==> config.mk <==
export PLATFORM = sky130hd
export DESIGN_NAME = stereo_peak_limiter_core
export DESIGN_NICKNAME = d
export VERILOG_FILES = /design/src/spl_pkg.sv /design/src/spl_serial_mul.sv /design/src/spl_serial_div.sv /design/src/stereo_peak_limiter_core.sv
export SDC_FILE = /design/constraint.sdc
export NUM_CORES = 1
export LEC_CHECK = 0
export BUFFER_PORTS_ARGS = -buffer_cell sky130_fd_sc_hd__buf_2
export CELL_PAD_IN_SITES_DETAIL_PLACEMENT = 2
export CELL_PAD_IN_SITES_GLOBAL_PLACEMENT = 2
export CORE_MARGIN = 1.5
export CORE_UTILIZATION = 40
export CTS_CLUSTER_SIZE = 20
export DETAILED_ROUTE_END_ITERATION = 8
export PLACE_DENSITY = 0.93
export SYNTH_ARGS = -nofsm -noshare
export SYNTH_HDL_FRONTEND = slang
export SYNTH_SLANG_ARGS = --single-unit
==> constraint.sdc <==
create_clock -name clock -period 5 [get_ports clock]
set_input_delay 0.25 -clock clock [delete_from_list [all_inputs] [get_ports clock]]
set_output_delay 0.25 -clock clock [all_outputs]
set_load 0.005 [all_outputs]
==> src/spl_pkg.sv <==
`timescale 1ns / 1ps
// Shared types, widths and constants for the stereo peak limiter.
package spl_pkg;

   localparam int SAMPLE_BITS = 16;
   localparam int FRAC_BITS   = 24;
   localparam int LEVEL_W     = FRAC_BITS + 1;
   localparam int COEF_W      = FRAC_BITS;
   localparam int MAG_SHIFT   = FRAC_BITS - (SAMPLE_BITS - 1);
   localparam int MUL_A_W     = LEVEL_W + 1;
   localparam int MUL_B_W     = LEVEL_W;
   localparam int PROD_W      = MUL_A_W + MUL_B_W + 1;
   localparam int RND_W       = PROD_W - FRAC_BITS;
   localparam int CSR_IDX_W   = 2;
   localparam int CSR_DATA_W  = LEVEL_W;

   localparam logic [CSR_IDX_W-1:0] CSR_ENABLE    = 2'd0;
   localparam logic [CSR_IDX_W-1:0] CSR_THRESHOLD = 2'd1;
   localparam logic [CSR_IDX_W-1:0] CSR_ATTACK    = 2'd2;
   localparam logic [CSR_IDX_W-1:0] CSR_RELEASE   = 2'd3;

   localparam logic [LEVEL_W-1:0]     THRESHOLD_RESET = 25'd12581134;
   localparam logic [COEF_W-1:0]      ATTACK_RESET    = 24'd16431300;
   localparam logic [COEF_W-1:0]      RELEASE_RESET   = 24'd16770226;
   localparam logic [LEVEL_W-1:0]     GAIN_ONE        = 25'h100_0000;
   localparam logic [SAMPLE_BITS-1:0] SAMPLE_MAX      = 16'h7fff;
   localparam logic [SAMPLE_BITS-1:0] SAMPLE_MIN      = 16'h8000;

   typedef struct packed {
      logic signed [SAMPLE_BITS-1:0] left_in;
      logic signed [SAMPLE_BITS-1:0] right_in;
   } frame_in_type;

   typedef struct packed {
      logic signed [SAMPLE_BITS-1:0] left_out;
      logic signed [SAMPLE_BITS-1:0] right_out;
   } frame_out_type;

endpackage

==> src/spl_serial_mul.sv <==
`timescale 1ns / 1ps
// Bit-serial signed by unsigned shift-add multiplier, one multiplier bit per cycle.
module spl_serial_mul #(
   parameter int A_W = 26,
   parameter int B_W = 25
) (
   input  logic             clock,
   input  logic             reset,
   input  logic             start,
   input  logic [A_W-1:0]   mcand,
   input  logic [B_W-1:0]   mplier,
   output logic             done,
   output logic [A_W+B_W:0] product
);

   localparam int CNT_W = $clog2(B_W);

   logic             busy_ff, busy_in;
   logic             done_ff, done_in;
   logic [CNT_W-1:0] cnt_ff, cnt_in;
   logic [A_W-1:0]   mcand_ff, mcand_in;
   logic [A_W:0]     hi_ff, hi_in;
   logic [B_W-1:0]   lo_ff, lo_in;
   logic [A_W:0]     sum;

   always_comb begin
      sum      = hi_ff + (lo_ff[0] ? {mcand_ff[A_W-1], mcand_ff} : {(A_W+1){1'b0}});
      busy_in  = busy_ff;
      done_in  = 1'b0;
      cnt_in   = cnt_ff;
      mcand_in = mcand_ff;
      hi_in    = hi_ff;
      lo_in    = lo_ff;
      if (start) begin
         busy_in  = 1'b1;
         cnt_in   = '0;
         mcand_in = mcand;
         hi_in    = '0;
         lo_in    = mplier;
      end else if (busy_ff) begin
         hi_in  = {sum[A_W], sum[A_W:1]};
         lo_in  = {sum[0], lo_ff[B_W-1:1]};
         cnt_in = cnt_ff + 1'b1;
         if (cnt_ff == CNT_W'(B_W - 1)) begin
            busy_in = 1'b0;
            done_in = 1'b1;
         end
      end
   end

   always_ff @(posedge clock) begin
      if (reset) begin
         busy_ff <= 1'b0;
         done_ff <= 1'b0;
         cnt_ff  <= '0;
      end else begin
         busy_ff <= busy_in;
         done_ff <= done_in;
         cnt_ff  <= cnt_in;
      end
   end

   always_ff @(posedge clock) begin
      mcand_ff <= mcand_in;
      hi_ff    <= hi_in;
      lo_ff    <= lo_in;
   end

   assign done    = done_ff;
   assign product = {hi_ff, lo_ff};

endmodule

==> src/spl_serial_div.sv <==
`timescale 1ns / 1ps
// Restoring divider that produces one quotient bit per cycle for a fractional quotient.
module spl_serial_div #(
   parameter int D_W = 25,
   parameter int Q_W = 24
) (
   input  logic           clock,
   input  logic           reset,
   input  logic           start,
   input  logic [D_W-1:0] num,
   input  logic [D_W-1:0] den,
   output logic           done,
   output logic [Q_W-1:0] quot
);

   localparam int CNT_W = $clog2(Q_W);

   logic             busy_ff, busy_in;
   logic             done_ff, done_in;
   logic [CNT_W-1:0] cnt_ff, cnt_in;
   logic [D_W-1:0]   rem_ff, rem_in;
   logic [D_W-1:0]   den_ff, den_in;
   logic [Q_W-1:0]   quot_ff, quot_in;
   logic [D_W:0]     shifted;
   logic [D_W:0]     diff;
   logic             ge;

   always_comb begin
      shifted = {rem_ff, 1'b0};
      diff    = shifted - {1'b0, den_ff};
      ge      = shifted >= {1'b0, den_ff};
      busy_in = busy_ff;
      done_in = 1'b0;
      cnt_in  = cnt_ff;
      rem_in  = rem_ff;
      den_in  = den_ff;
      quot_in = quot_ff;
      if (start) begin
         busy_in = 1'b1;
         cnt_in  = '0;
         rem_in  = num;
         den_in  = den;
         quot_in = '0;
      end else if (busy_ff) begin
         rem_in  = ge ? diff[D_W-1:0] : shifted[D_W-1:0];
         quot_in = {quot_ff[Q_W-2:0], ge};
         cnt_in  = cnt_ff + 1'b1;
         if (cnt_ff == CNT_W'(Q_W - 1)) begin
            busy_in = 1'b0;
            done_in = 1'b1;
         end
      end
   end

   always_ff @(posedge clock) begin
      if (reset) begin
         busy_ff <= 1'b0;
         done_ff <= 1'b0;
         cnt_ff  <= '0;
      end else begin
         busy_ff <= busy_in;
         done_ff <= done_in;
         cnt_ff  <= cnt_in;
      end
   end

   always_ff @(posedge clock) begin
      rem_ff  <= rem_in;
      den_ff  <= den_in;
      quot_ff <= quot_in;
   end

   assign done = done_ff;
   assign quot = quot_ff;

endmodule

==> src/stereo_peak_limiter_core.sv <==
`timescale 1ns / 1ps
// Top level of the stereo peak limiter: control sequencer, state and result register.
// With limiting enabled the bit-serial multiplier is used four times per frame, and the
// divider runs only when the envelope is above the threshold.
// A new frame can be taken in the cycle after the result is registered; disabled frames
// skip the multiplier and the divider and go straight to the done state.
// Synchronous reset restores the register defaults, zero envelope and unity gain.
module stereo_peak_limiter_core (
   input  logic                                 clock,
   input  logic                                 reset,
   input  logic                                 req_valid,
   output logic                                 req_stall,
   input  spl_pkg::frame_in_type                req_data,
   output logic                                 rsp_valid,
   input  logic                                 rsp_stall,
   output spl_pkg::frame_out_type               rsp_data,
   input  logic                                 csr_we,
   input  logic [spl_pkg::CSR_IDX_W-1:0]        csr_index,
   input  logic [spl_pkg::CSR_DATA_W-1:0]       csr_wdata
);

   import spl_pkg::*;

   localparam logic [2:0] ST_IDLE  = 3'd0;
   localparam logic [2:0] ST_ENV   = 3'd1;
   localparam logic [2:0] ST_TGT   = 3'd2;
   localparam logic [2:0] ST_DIV   = 3'd3;
   localparam logic [2:0] ST_GAIN  = 3'd4;
   localparam logic [2:0] ST_LEFT  = 3'd5;
   localparam logic [2:0] ST_RIGHT = 3'd6;
   localparam logic [2:0] ST_DONE  = 3'd7;

   logic [2:0]             state_ff, state_in;
   logic                   enable_ff, enable_in;
   logic [LEVEL_W-1:0]     threshold_ff, threshold_in;
   logic [COEF_W-1:0]      attack_ff, attack_in;
   logic [COEF_W-1:0]      release_ff, release_in;
   logic [LEVEL_W-1:0]     envelope_ff, envelope_in;
   logic [LEVEL_W-1:0]     gain_ff, gain_in;
   logic [LEVEL_W-1:0]     target_ff, target_in;
   logic [LEVEL_W-1:0]     peak_ff, peak_in;
   logic [SAMPLE_BITS-1:0] left_ff, left_in;
   logic [SAMPLE_BITS-1:0] right_ff, right_in;
   logic [SAMPLE_BITS-1:0] left_res_ff, left_res_in;
   logic [SAMPLE_BITS-1:0] right_res_ff, right_res_in;
   logic                   rsp_valid_ff, rsp_valid_in;
   frame_out_type          rsp_data_ff, rsp_data_in;
   logic                   mul_start_ff, mul_start_in;
   logic                   div_start_ff, div_start_in;

   logic                   req_fire;
   logic                   rsp_load;
   logic [SAMPLE_BITS-1:0] mag_left;
   logic [SAMPLE_BITS-1:0] mag_right;
   logic [SAMPLE_BITS-1:0] mag_peak;
   logic [MUL_A_W-1:0]     mul_mcand;
   logic [MUL_B_W-1:0]     mul_mplier;
   logic                   mul_done;
   logic [PROD_W-1:0]      mul_product;
   logic                   div_done;
   logic [COEF_W-1:0]      div_quot;
   logic [RND_W-1:0]       rnd;
   logic [RND_W-1:0]       pole_sum;
   logic [LEVEL_W-1:0]     pole_tgt;
   logic                   rnd_fits;
   logic [SAMPLE_BITS-1:0] rnd_sat;

   assign req_stall = (state_ff != ST_IDLE);
   assign req_fire  = req_valid && !req_stall;
   assign rsp_load  = (state_ff == ST_DONE) && (!rsp_valid_ff || !rsp_stall);

   always_comb begin
      mag_left  = req_data.left_in[SAMPLE_BITS-1] ? (~req_data.left_in + 1'b1)
                                                   : req_data.left_in;
      mag_right = req_data.right_in[SAMPLE_BITS-1] ? (~req_data.right_in + 1'b1)
                                                    : req_data.right_in;
      mag_peak  = (mag_left > mag_right) ? mag_left : mag_right;
   end

   always_comb begin
      mul_mcand  = '0;
      mul_mplier = '0;
      case (state_ff)
         ST_ENV: begin
            mul_mcand  = {1'b0, envelope_ff} - {1'b0, peak_ff};
            mul_mplier = {1'b0, (peak_ff > envelope_ff) ? attack_ff : release_ff};
         end
         ST_GAIN: begin
            mul_mcand  = {1'b0, gain_ff} - {1'b0, target_ff};
            mul_mplier = {1'b0, (target_ff < gain_ff) ? attack_ff : release_ff};
         end
         ST_LEFT: begin
            mul_mcand  = {{(MUL_A_W-SAMPLE_BITS){left_ff[SAMPLE_BITS-1]}}, left_ff};
            mul_mplier = gain_ff;
         end
         ST_RIGHT: begin
            mul_mcand  = {{(MUL_A_W-SAMPLE_BITS){right_ff[SAMPLE_BITS-1]}}, right_ff};
            mul_mplier = gain_ff;
         end
         default: begin
            mul_mcand  = '0;
            mul_mplier = '0;
         end
      endcase
   end

   spl_serial_mul #(
      .A_W (MUL_A_W),
      .B_W (MUL_B_W)
   ) u_mul (
      .clock   (clock),
      .reset   (reset),
      .start   (mul_start_ff),
      .mcand   (mul_mcand),
      .mplier  (mul_mplier),
      .done    (mul_done),
      .product (mul_product)
   );

   spl_serial_div #(
      .D_W (LEVEL_W),
      .Q_W (COEF_W)
   ) u_div (
      .clock (clock),
      .reset (reset),
      .start (div_start_ff),
      .num   (threshold_ff),
      .den   (envelope_ff),
      .done  (div_done),
      .quot  (div_quot)
   );

   // Rounding adds one half, which reduces to adding the bit just below the binary point.
   always_comb begin
      rnd      = mul_product[PROD_W-1:FRAC_BITS]
                 + {{(RND_W-1){1'b0}}, mul_product[FRAC_BITS-1]};
      pole_tgt = (state_ff == ST_ENV) ? peak_ff : target_ff;
      pole_sum = rnd + {{(RND_W-LEVEL_W){1'b0}}, pole_tgt};
      rnd_fits = (rnd[RND_W-1:SAMPLE_BITS-1] == '0) || (rnd[RND_W-1:SAMPLE_BITS-1] == '1);
      rnd_sat  = rnd_fits ? rnd[SAMPLE_BITS-1:0]
                          : (rnd[RND_W-1] ? SAMPLE_MIN : SAMPLE_MAX);
   end

   always_comb begin
      enable_in    = enable_ff;
      threshold_in = threshold_ff;
      attack_in    = attack_ff;
      release_in   = release_ff;
      if (csr_we) begin
         case (csr_index)
            CSR_ENABLE:    enable_in    = csr_wdata[0];
            CSR_THRESHOLD: threshold_in = csr_wdata[LEVEL_W-1:0];
            CSR_ATTACK:    attack_in    = csr_wdata[COEF_W-1:0];
            CSR_RELEASE:   release_in   = csr_wdata[COEF_W-1:0];
            default: begin
            end
         endcase
      end
   end

   always_comb begin
      state_in     = state_ff;
      envelope_in  = envelope_ff;
      gain_in      = gain_ff;
      target_in    = target_ff;
      peak_in      = peak_ff;
      left_in      = left_ff;
      right_in     = right_ff;
      left_res_in  = left_res_ff;
      right_res_in = right_res_ff;
      mul_start_in = 1'b0;
      div_start_in = 1'b0;
      case (state_ff)
         ST_IDLE: begin
            if (req_fire) begin
               left_in  = req_data.left_in;
               right_in = req_data.right_in;
               peak_in  = {mag_peak, {MAG_SHIFT{1'b0}}};
               if (enable_ff) begin
                  state_in     = ST_ENV;
                  mul_start_in = 1'b1;
               end else begin
                  left_res_in  = req_data.left_in;
                  right_res_in = req_data.right_in;
                  state_in     = ST_DONE;
               end
            end
         end
         ST_ENV: begin
            if (mul_done) begin
               envelope_in = pole_sum[LEVEL_W-1:0];
               state_in    = ST_TGT;
            end
         end
         ST_TGT: begin
            if (envelope_ff > threshold_ff) begin
               state_in     = ST_DIV;
               div_start_in = 1'b1;
            end else begin
               target_in    = GAIN_ONE;
               state_in     = ST_GAIN;
               mul_start_in = 1'b1;
            end
         end
         ST_DIV: begin
            if (div_done) begin
               target_in    = {1'b0, div_quot};
               state_in     = ST_GAIN;
               mul_start_in = 1'b1;
            end
         end
         ST_GAIN: begin
            if (mul_done) begin
               gain_in      = pole_sum[LEVEL_W-1:0];
               state_in     = ST_LEFT;
               mul_start_in = 1'b1;
            end
         end
         ST_LEFT: begin
            if (mul_done) begin
               left_res_in  = rnd_sat;
               state_in     = ST_RIGHT;
               mul_start_in = 1'b1;
            end
         end
         ST_RIGHT: begin
            if (mul_done) begin
               right_res_in = rnd_sat;
               state_in     = ST_DONE;
            end
         end
         ST_DONE: begin
            if (rsp_load) begin
               state_in = ST_IDLE;
            end
         end
         default: begin
            state_in = ST_IDLE;
         end
      endcase
   end

   always_comb begin
      rsp_data_in  = rsp_data_ff;
      rsp_valid_in = rsp_valid_ff;
      if (rsp_load) begin
         rsp_data_in.left_out  = left_res_ff;
         rsp_data_in.right_out = right_res_ff;
         rsp_valid_in          = 1'b1;
      end else if (rsp_valid_ff && !rsp_stall) begin
         rsp_valid_in = 1'b0;
      end
   end

   always_ff @(posedge clock) begin
      if (reset) begin
         state_ff     <= ST_IDLE;
         enable_ff    <= 1'b1;
         threshold_ff <= THRESHOLD_RESET;
         attack_ff    <= ATTACK_RESET;
         release_ff   <= RELEASE_RESET;
         envelope_ff  <= '0;
         gain_ff      <= GAIN_ONE;
         rsp_valid_ff <= 1'b0;
         mul_start_ff <= 1'b0;
         div_start_ff <= 1'b0;
      end else begin
         state_ff     <= state_in;
         enable_ff    <= enable_in;
         threshold_ff <= threshold_in;
         attack_ff    <= attack_in;
         release_ff   <= release_in;
         envelope_ff  <= envelope_in;
         gain_ff      <= gain_in;
         rsp_valid_ff <= rsp_valid_in;
         mul_start_ff <= mul_start_in;
         div_start_ff <= div_start_in;
      end
   end

   always_ff @(posedge clock) begin
      target_ff    <= target_in;
      peak_ff      <= peak_in;
      left_ff      <= left_in;
      right_ff     <= right_in;
      left_res_ff  <= left_res_in;
      right_res_ff <= right_res_in;
      rsp_data_ff  <= rsp_data_in;
   end

   assign rsp_valid = rsp_valid_ff;
   assign rsp_data  = rsp_data_ff;

endmodule

## Word level (Yosys, flattened, before mapping)

Index checks and enable logic that the tools add are counted.

- Register bits: 432
- Bits of input ports: 64
- Logic and storage cells: 161

- Add/subtract/negate cells: 10
- $lt $le $gt $ge: 5
- Equal/unequal tests: 22
- Mux-type cells: 53
- Bitwise gates (word level): 5
- Reductions and logical operators: 36

Operators by type and width:

| operator | count |
|---|---|
| 25-bit two-way mux | 8 |
| 16-bit two-way mux | 10 |
| 26-bit one-hot mux with 4 select lines | 1 |
| 25-bit one-hot mux with 3 select lines | 1 |
| 16-bit one-hot mux with 2 select lines | 2 |
| 25-bit by 25-bit subtractor with 26-bit output | 2 |
| 25-bit > comparator | 2 |
| 25-bit one-hot mux with 2 select lines | 1 |
| 24-bit two-way mux | 2 |
| 16-bit by 1-bit adder with 16-bit output (second input constant) | 2 |
| 16-bit inverter | 2 |
| 27-bit by 2-bit adder with 28-bit output | 1 |
| 27-bit adder | 1 |
| 27-bit two-way mux | 1 |
| 3-bit two-way mux | 9 |
| 26-bit by 25-bit >= comparator with 1-bit output | 1 |
| 25-bit adder | 1 |
| 25-bit less-than comparator | 1 |
| 25-bit subtractor | 1 |
| 3-bit one-hot mux with 8 select lines | 1 |
| 16-bit > comparator | 1 |
| 1-bit two-way mux | 16 |
| 2-bit AND reduction | 7 |
| 13-bit equality test (second input constant) | 1 |
| other kinds (24) | 56 |

## Longest topological paths before layout

Gate-level depths: netlist of the first run.

- Depth in word-level cells: 6
- Gate-level depth with buffers: 17
- Depth with buffers taken out: 16

## Modules after synthesis

A second synthesis of the first run with hierarchy kept.

- Cell total of the unflattened synthesis: 2781
- Area total of the unflattened synthesis: 26021.2 um2

By module, submodules not included:

| module | times used | cells an instance | area an instance (um2) |
|---|---|---|---|
| stereo_peak_limiter_core | 1 | 1860 | 16636.0 |
| spl_serial_div | 1 | 498 | 4820.9 |
| spl_serial_mul | 1 | 423 | 4564.4 |

## Worst setup path after synthesis of the first run

Ideal clock, no wire load.

- Path kind: register -> register
- Start: reg state_ff[0]
- End: reg gain_ff[24]
- Setup time: 0.132 ns
- Data arrival time: 3.492 ns
- Data required time: 4.868 ns
- Setup slack: 1.376 ns
- Stages on the path, launching flop included: 17
- Clock period less this slack: 3.624 ns
- Path through: dfxtp_1 > clkbuf_1 > clkinv_1 > nor3_2 > clkbuf_1 > buf_1 > o21ai_0 > ha_1 > clkbuf_1 > a211oi_1 > o21bai_1 > a211oi_1 > o21ai_0 > and4b_1 > o31ai_1 > xnor2_1 > o21ai_0

- Longest elaborated chain between the ends: 3
- Elaborated cells between the ends (all ways): 5
- Those cells by class: add/sub (1); eq/ne (2); mux (1); reduce/logical (1)

Ends and longest elaborated chain:

| item | line | text |
|---|---|---|
| start: declaration | stereo_peak_limiter_core.sv:33 | `logic [2:0] state_ff, state_in;` |
| start signal: assignment | stereo_peak_limiter_core.sv:268 | `state_ff <= state_in;` |
| 3-bit by 1-bit equality test with 1-bit output | stereo_peak_limiter_core.sv:137 | `pole_tgt = (state_ff == ST_ENV) ? peak_ff : target_ff;` |
| 25-bit two-way mux | stereo_peak_limiter_core.sv:137 |  |
| 25-bit adder | stereo_peak_limiter_core.sv:138 | `pole_sum = rnd + {{(RND_W-LEVEL_W){1'b0}}, pole_tgt};` |
| end signal: assignment | stereo_peak_limiter_core.sv:274 | `gain_ff <= gain_in;` |
| end: declaration | stereo_peak_limiter_core.sv:39 | `logic [LEVEL_W-1:0] gain_ff, gain_in;` |

Several ways; a longest one is shown, not always the timed one.
A chain may end at the register's enable or synchronous reset.

## Worst setup path in the final report of the first run

- Start: reg u_mul.lo_ff[23]
- End: reg gain_ff[18]

- Longest elaborated chain between the ends: 2

Ends and longest elaborated chain:

| item | line | text |
|---|---|---|
| start: declaration | spl_serial_mul.sv:23 | `logic [B_W-1:0] lo_ff, lo_in;` |
| start signal: assignment | spl_serial_mul.sv:66 | `lo_ff <= lo_in;` |
| 27-bit by 2-bit adder with 28-bit output | stereo_peak_limiter_core.sv:136 | `+ {{(RND_W-1){1'b0}}, mul_product[FRAC_BITS-1]};` |
| 25-bit adder | stereo_peak_limiter_core.sv:138 |  |

Every way passes these cells.

==> summary.txt, run 1 <==
Run status
  – Status: finished, final reports clean

Placement
  – Final GP Congestion: roughly 0.96
  – Port buffer count: 97
  – DPL Wire Length: ~90 mm
  – Placed cell count: 3821
  – Post-Place Cell Area: 28000 um2

Die
  – Die width: around 260 um
  – Die ar.: between 60000 and 70000 um2
  – Core area: roughly 66000 um2
  – Initial Util: between 40% and 50%
  – Cell Rows: 94
  – Die Ht: around 260 um
  – # IOs: 98

Logic synthesis
  – Register area share after synthesis: 41.5%
  – Cells after Synth: 2958
  – Avg Inst Size Synth: about 9 um2
  – Post-synth top flop: edfxtp_1
  – Post-synth net total: approximately 3200
  – #FFs+latches synth: about 430
  – Netlist cell types: between 80 and 90
  – Share of flip-flops with an asynchronous set or reset: 0%
  – Synth Cell Area: ~27000 um2
  – Synth warn: 0
  – EDFF count, synth: roughly 240

Clock tree
  – Clock transition at path regs: roughly 0.07 ns
  – Worst-Skew Late Latency: between 0.6 and 0.7 ns
  – CTS sink count: approximately 430
  – Root Driver: clkbuf_16
  – Num CTS Buffers: 51
  – CTS tree: built
  – Clock tree buffer depth: 3
  – H-tree depth: 2

Min path
  – Hold path startpoint: csr_wdata[3]
  – Min-Delay Path Class: in -> reg

Global routing
  – Initial antenna violation count: 8
  – Total track usage: about two fifths
  – GRT overflow: 0
  – Pin count of the biggest net entering global routing: 81
  – First-pass GRT wire length: just under 200 mm
  – Via count of the first global-routing pass: 28600

STA
  – Max Clock Skew: between 0.02 and 0.03 ns
  – Final setup fails: 0
  – Pins Over Slew Limit: 0
  – Worst-margin pin slew: around 1.4 ns
  – Min cycle time layout: between 4 and 5 ns
  – Fin crit share: 98.5%
  – Max Freq: slightly above 200 MHz
  – Number of failing hold endpoints at the final stage: 0
  – Max_slew headroom: under 10%

Route
  – WL/cell: 33.8 um
  – Vias: between 20000 and 30000
  – DRC viols: 0
  – Post-Route WL: about 130 mm
  – Vias/cell: between 6 and 7
  – DRT iter0 DRCs: between 2000 and 3000
  – Antenna Nets Post-Route: 0
  – Pre-Repair DR Iteration Count: 6

Power
  – Total power: ~14 mW
  – Pwr Density: 473 nW/um2
  – Max VDD drop: approximately 0.30 mV
  – P_leak: between 10 and 15 nW

Setup path
  – CP arrival: ~5.3 ns
  – R2R Path Start: u_mul.lo_ff[23]$_DFFE_PP_
  – Worst setup startpoint: u_mul.lo_ff[23]$_DFFE_PP_
  – WP data required: 5.41 ns
  – Crit path capture type: flop
  – Element type at the critical path start: flop
  – Crit Path Category: reg -> reg
  – Crit-path max FO: 7

Finish
  – Non-Filler Instances: approximately 4000
  – Ratio of cells with drive above 1 in the final layout: about a tenth
  – Final #Nets: approximately 3300
  – Area Overhead vs Synth: 14.0%
  – Design Area, Final: approximately 30000 um2
  – Fin util: 46.1%

Run
  – Max-Cap Viols: 0
-- worst max-delay path, stage by stage (launching register included) --
cell      delay, ns
edfxtp_1       0.37
ha_1           0.19
and3_1         0.38
and2_1         0.41
nand2_1        0.15
xor2_1         0.76
inv_1          0.11
ha_1           0.44
a21oi_1        0.26
nor2_1         0.07
nor2_1         0.38
nand3_1        0.23
a41oi_1        0.50
or4_1          0.23
nand4_1        0.23
-- per-layer routing --
metal  part of all wire [%]  wire length [um]  vias to the layer above  GRT usage, %
li1                       -                 -                    11000             -
met4                    7.0              9430                       10          24.2
met5                  0.052                70                        -             0
met3                    8.9             12000                      579          9.81
met2                     46             62100                     1579          62.3
met1                     38             50500                    13400          46.1
-- logic make-up after synthesis --
group,share of synthesized area [%]
simple gates,18.4
xor+xnor,4.58
buf+inv,5.07
compound gates,18.9
mux,3.43
flops,41.5
fa+ha+maj,8.09
-- flip-flops by register name (all words and copies together) (netlist names), 25 cells and up --
name and count:
gain_ff 25, u_mul.lo_ff 25, envelope_ff 25, u_mul.mcand_ff 26, threshold_ff 25, u_div.rem_ff 25
rsp_data 32, target_ff 25, u_mul.hi_ff 26, u_div.den_ff 25
-- repair_timing --
| item | in CTS | in global routing |
|---|---|---|
| hold endpoints to repair | 78 | 1 |
| gates resized for setup | 0 | 5 |
| setup buffers | 0 | 1 |
| hold buffers | 51 | 1 |
| endpoints found under the setup margin | 0 | 8 |
-- metrics by stage --
step | setup slack (ns) | TNS (ns) | hold WS (ns)
floorplan | 1.38 | 0 | 0.349
global placement | 0.550 | 0 | 0.405
detailed placement | 0.248 | 0 | 0.407
CTS | 0.238 | 0 | 0.000547
global route | -0.0156 | -0.0156 | 0.0195
finish | 0.0725 | 0 | 0.0351
-- layout make-up --
cell class                 instances  area [um2]
inverter                         169         634
clock buffer                      73        1510
tap                              864        1080
sequential                       432       11000
multi-input combinational       2198       14300
fill                            6932       35400
antenna                            1        2.50
clock inverter                    22         234
timing repair buffer             212        1510
-- cell usage in the layout (no fill, tap or decap), types with 33 or more instances in the layout --
cell type and instances:
nand3_1 101, nand4_1 38, edfxtp_1 238, mux2i_1 89
o21ai_0 140, and2_1 34, a21oi_1 214, nor3_1 33
a31oi_1 70, nor2b_1 45, xor2_1 62, ha_1 164
clkbuf_16 55, a211oi_1 34, inv_1 165, a21o_1 58
nand2_1 368, buf_2 97, dlygate4sd3_1 52, buf_4 61
xnor2_1 73, o211ai_1 36, and3_1 76, dfxtp_1 191
nor2_1 215
-- synth_stat cells (9+ instances only) --
cell      instances  area (um2)
o21bai_1         13        97.6
o31ai_1          20         150
clkbuf_1        124         465
a31oi_1          70         438
nand4_1          38         238
and3_1           76         475
dfxtp_1         194        3880
a211oi_1         35         263
or4_1             9        67.6
a22o_1           18         158
or3_1            13        81.3
o41ai_1          12         105
o211ai_1         36         270
edfxtp_1        238        7150
nor3_1           36         180
o221ai_1         13         114
nor2b_1          45         282
a22oi_1          12        90.1
xor2_1           65         569
nand2_1         368        1380
buf_1            10        37.5
nor2_1          216         811
inv_1           165         619
xnor2_1          74         648
a21o_1           58         435
a221oi_1         12         105
nor4_1           15        93.8
a21boi_0         25         188
nand2b_1         21         131
o21a_1           26         195
o22ai_1           9        56.3
a21oi_1         215        1080
and2_1           35         219
buf_2             9        45.0
mux2i_1          89         891
ha_1            164        2050
nand3_1         101         505
o21ai_0         140         701
a221o_1           9        90.1
buf_6            13         146
-- where the power goes --
part	switching (mW)	leakage (nW)	internal (mW)
combinational	3.67	7.97	1.65
clock	1.78	0.852	2.32
sequential	0.590	3.79	4.32
-- worst paths after layout --
kind                                                   end  slack [ns]  cells after the start
worst max-delay path              gain_ff[18]$_SDFFE_PP0P_        0.07                     14
worst min-delay path            release_ff[3]$_SDFFE_PP0P_        0.04                      3
worst max register to register    gain_ff[18]$_SDFFE_PP0P_        0.07                     14
worst min register to register       rsp_data[4]$_DFFE_PP_        0.42                      0
(Power assumes the default switching activity.)
==> run 2: changes to the inputs <==
--- a/config.mk
+++ b/config.mk
@@ -12,7 +12,8 @@
 export CORE_UTILIZATION = 40
 export CTS_CLUSTER_SIZE = 20
 export DETAILED_ROUTE_END_ITERATION = 8
-export PLACE_DENSITY = 0.93
+export PLACE_DENSITY = 0.92
 export SYNTH_ARGS = -nofsm -noshare
 export SYNTH_HDL_FRONTEND = slang
+export SYNTH_HIERARCHICAL = 1
 export SYNTH_SLANG_ARGS = --single-unit
==> run 2 against run 1 <==
  * Routed wire length fell by 7.2%
  * First-iteration DRC count shrank 24%
  * Sequential cell count is the same
  * Core utilization fell by 0.36 points
  * Sequential power about the same
  * Final cell count is 4.8% lower
  * Die area down 2.1%
  * Clock skew is 0.014 ns higher
  * Register-to-register slack worse by 0.02 ns
  * Via count shrank 7.5%
  * Critical path type unchanged
==> summary.txt, run 2 <==
Logic synthesis
  – Most frequent cell after synthesis: nand2_1 (unchanged)
  – #FFs+latches synth: 432 (unchanged)
  – Post-synth top flop: edfxtp_1 (unchanged)
  – Yosys top cell area share: 27.5% (was 26.9%)
  – Post-synth net total: 3013 (was 3191)
  – Post-synth top area cell: edfxtp_1 (unchanged)
  – EDFF count, synth: 238 (unchanged)
  – Largest cells by area after synthesis: edfxtp_1 (27%), dfxtp_1 (15%), ha_1 (7.8%) (was edfxtp_1 (27%), dfxtp_1 (15%), ha_1 (7.7%))
  – Register area share after synthesis: 42.4% (was 41.5%)
  – Cells after Synth: 2781 (was 2958)
  – Netlist cell types: 108 (was 89)
  – Most common library cells after synthesis: nand2_1 (324), edfxtp_1 (238), a21oi_1 (199) (was nand2_1 (368), edfxtp_1 (238), nor2_1 (216))
  – Share of flip-flops with an asynchronous set or reset: 0% (unchanged)
  – Synth warn: 6 (was 0)
  – Avg Inst Size Synth: 9.36 um2 (was 8.99 um2)
  – Synth Cell Area: 26000 um2 (was 26600 um2)

Global routing
  – Initial antenna violation count: 13 (was 8)
  – Total track usage: 36.7% (was 38.7%)
  – First-pass GRT wire length: 183 mm (was 195 mm)
  – Via count of the first global-routing pass: 26800 (was 28600)
  – GRT overflow: 0 (unchanged)
  – Pin count of the biggest net entering global routing: 89 (was 81)

STA
  – Max Freq: 202 MHz (was 203 MHz)
  – Min cycle time layout: 4.94 ns (was 4.93 ns)
  – Worst-margin pin slew: 1.27 ns (was 1.38 ns)
  – Fin crit share: 98.9% (was 98.5%)
  – Worst setup margin: 0.0562 ns (was 0.0725 ns)
  – Pins Over Slew Limit: 0 (unchanged)
  – Max Clock Skew: 0.0394 ns (was 0.0259 ns)
  – Max_slew headroom: 15.5% (was 8.27%)
  – Final setup fails: 0 (unchanged)
  – RSZ-0062 raised after global routing: yes
  – Number of failing hold endpoints at the final stage: 0 (unchanged)
  – Setup TNS after final layout: 0 ns (unchanged)

Route
  – DRT iter0 DRCs: 2094 (was 2769)
  – Vias: 24500 (was 26500)
  – Antenna Nets Post-Route: 0 (unchanged)
  – Vias/cell: 6.49 (was 6.68)
  – Post-Route WL: 125 mm (was 134 mm)
  – Pre-Repair DR Iteration Count: 5 (was 6)
  – WL/cell: 33.0 um (was 33.8 um)
  – DRC viols: 0 (unchanged)

Setup path
  – Crit-path max FO: 5 (was 7)
  – R2R Path Start: u_mul/lo_ff[24]$_DFFE_PP_ (was u_mul.lo_ff[23]$_DFFE_PP_)
  – WP data required: 5.45 ns (was 5.41 ns)
  – Max stage delay on crit path: 0.54 ns (was 0.76 ns)
  – Crit path max-delay cell type: o31ai_1 (was xor2_1)
  – Worst r2r dst: envelope_ff[21]$_SDFFE_PP0P_ (was gain_ff[18]$_SDFFE_PP0P_)
  – Reg2Reg Depth: 16 (was 14)
  – Worst path buffer plus inverter count: 1 (unchanged)
  – Worst path cell trace: ha_1, ha_1, nand4_2, nor2_1, xnor2_1, inv_1, ha_1, a21oi_1, o21ai_0, a31oi_1, a22oi_1, o31ai_1, o211ai_1, a21oi_1, mux2i_1, a21oi_1 (was ha_1, and3_1, and2_1, nand2_1, xor2_1, inv_1, ha_1, a21oi_1, nor2_1, nor2_1, nand3_1, a41oi_1, or4_1, nand4_1)
  – Element type at the critical path start: flop (unchanged)
  – Crit path capture type: flop (unchanged)
  – Crit Path Category: reg -> reg (unchanged)
  – R2R Setup Slk: 0.06 ns (was 0.07 ns)
  – CP arrival: 5.39 ns (was 5.34 ns)
  – Top delay family on crit path: compound AO/OA/AOI/OAI gates (was simple AND/OR/NAND/NOR gates)
  – Worst setup startpoint: u_mul/lo_ff[24]$_DFFE_PP_ (was u_mul.lo_ff[23]$_DFFE_PP_)

Finish
  – Design Area, Final: 29400 um2 (was 30300 um2)
  – Most frequent cells in the layout: nand2_1 (324), edfxtp_1 (238), a21oi_1 (195), dfxtp_1 (191), nor2_1 (174) (was nand2_1 (368), edfxtp_1 (238), nor2_1 (215), a21oi_1 (214), dfxtp_1 (191))
  – Most common cell after layout, fill and taps aside: nand2_1 (unchanged)
  – Ratio of cells with drive above 1 in the final layout: 10.5% (was 9.40%)
  – Max FFs per register: 32 (unchanged)
  – Area Overhead vs Synth: 13.1% (was 14.0%)
  – Fillers: 6763 (was 6932)
  – Final #Nets: 3106 (was 3297)

Die
  – Initial Util: 40.4% (about the same)
  – Die width: 258 um (was 261 um)
  – Die Ht: 258 um (was 261 um)
  – Cell Rows: 93 (was 94)
  – Core area: 64300 um2 (was 65700 um2)
  – # IOs: 98 (unchanged)
  – Die ar.: 66600 um2 (was 68000 um2)

Clock tree
  – Clock tree buffer depth: 3 (unchanged)
  – CTS tree: built (unchanged)
  – Worst-Skew Late Latency: 0.65 ns (was 0.63 ns)
  – Num CTS Buffers: 51 (unchanged)
  – Root Driver: clkbuf_16 (unchanged)
  – H-tree depth: 2 (unchanged)
  – Clock transition at path regs: 0.07 ns (about the same)
  – CTS sink count: 432 (unchanged)

Min path
  – Min-Delay Path Class: in -> reg (unchanged)
  – Hold endpoint: right_ff[15]$_DFFE_PP_ (was release_ff[3]$_SDFFE_PP0P_)
  – Hold path startpoint: req_data[15] (was csr_wdata[3])
  – Worst Hold Depth: 1 (was 3)

Placement
  – Post-Place Cell Area: 27100 um2 (was 28000 um2)
  – Final GP Congestion: 0.981 (was 0.955)
  – DPL Wire Length: 80.0 mm (was 89.5 mm)
  – Pre-CTS WS: 0.176 ns (was 0.248 ns)
  – Port buffer count: 97 (unchanged)

Power
  – Pwr Density: 484 nW/um2 (was 473 nW/um2)
  – Int Pwr: 8.31 mW (was 8.30 mW)
  – Max VDD drop: 0.634 mV (was 0.304 mV)
  – Sequential share of power: 34.2% (about the same)
  – Share of power burned in combinational logic: 37.5% (was 37.1%)
  – Clock group share of total power: 28.2% (was 28.6%)
  – Sw frac: 41.6% (was 42.1%)
  – P_leak: 11.8 nW (was 12.6 nW)
  – NetSw: 5.93 mW (was 6.04 mW)

Run status
  – Status: finished, final reports clean (unchanged)

Run
  – Max-Cap Viols: 0 (unchanged)
## run 2: cell types whose count changed in the layout (fill, tap and decap cells not counted), moves of 20 or more
cell | before | now
nor2_1 | 215 | 174
nand2_1 | 368 | 324
mux2_2 | 2 | 26
mux2i_1 | 89 | 61
o31ai_1 | 19 | 39
a31oi_1 | 70 | 36
buf_4 | 61 | 36
and2_1 | 34 | 61
and3_1 | 76 | 42
## run 2: area by class of cell
class / count / area [um2] / share of cell area [%]
clock inverters: 23 / 256 / 0.871
well taps: 855 / 1070 / 3.63
flip-flops and latches: 432 / 11000 / 37.5
repair buffers: 188 / 1310 / 4.45
inverters: 165 / 619 / 2.10
diodes: 9 / 22.5 / 0.0765
multi-input cells: 2036 / 13700 / 46.4
clock buffers: 71 / 1460 / 4.97
## run 2: kinds of logic (layout without fill, tap and decap cells)
kind of cell,after synthesis,count (layout),synth area share (%)
multiplexers,87,87,3.47
XOR/XNOR,150,150,5.13
AND/OR/NAND/NOR,917,917,17.1
buffers and inverters,313,447,5.37
flip-flops,432,432,42.4
AO/OA/AOI/OAI,713,713,18.3
other,0,9,0
adder cells (fa/ha/maj),169,169,8.27
## run 2: worst reg2reg max path: cells and delay by family, from the launching register on
| family | cells | cell delay (ns) |
|---|---|---|
| AO/OA/AOI/OAI | 8 | 2.22 |
| adder cells (fa/ha/maj) | 3 | 1.02 |
| AND/OR/NAND/NOR | 2 | 0.45 |
| flip-flops | 1 | 0.40 |
| XOR/XNOR | 1 | 0.29 |
| multiplexers | 1 | 0.28 |
| buffers and inverters | 1 | 0.13 |
## run 2: how the worst max path moves through the flow
stage                                        end  slack, ns  cells past startpoint
finish              envelope_ff[21]$_SDFFE_PP0P_       0.06                     16
global route        envelope_ff[21]$_SDFFE_PP0P_      -0.03                     16
CTS                 envelope_ff[21]$_SDFFE_PP0P_       0.18                     14
detailed placement         peak_ff[11]$_DFFE_PP_       0.18                     16
global placement           peak_ff[11]$_DFFE_PP_       0.32                     16
floorplan                  peak_ff[14]$_DFFE_PP_       0.89                     17
## run 2: routing by layer
metal | GRT usage, % | vias up | share of wire (%)
met4 | 24.2 | 14 | 7.6
li1 | - | 10300 | -
met5 | 0 | - | 0.067
met3 | 7.13 | 509 | 7.2
met2 | 62.6 | 1323 | 48
met1 | 41.9 | 12400 | 37
## run 2: per-stage QoR
stage          std cells  power (mW)  util (%)  hold slack [ns]
3_5_place_dp        3620        9.66      42.1            0.408
2_1_floorplan       2781        7.88         -            0.322
4_1_cts             3770        13.8      45.7           0.0295
3_3_place_gp        3620        9.32      42.1            0.409
6_report            3779        14.2      45.7           0.0814
5_1_grt             3774        14.6      45.7           0.0698
## run 2: repair_timing
action | in CTS | in global routing
gates resized for setup | 0 | 3
endpoints found under the setup margin | 0 | 19
hold endpoints to repair | 99 | 0
hold buffers | 56 | 0
setup buffers | 0 | 0
## run 2: power by group through the flow
| stage | clock [mW] | combinational, mW | sequential (mW) |
|---|---|---|---|
| floorplan | 0 | 3.27 | 4.60 |
| global placement | 0 | 4.48 | 4.84 |
| detailed placement | 0 | 4.78 | 4.88 |
| CTS | 4.01 | 5.00 | 4.84 |
| global route | 4.18 | 5.50 | 4.89 |
| finish | 4.02 | 5.34 | 4.88 |
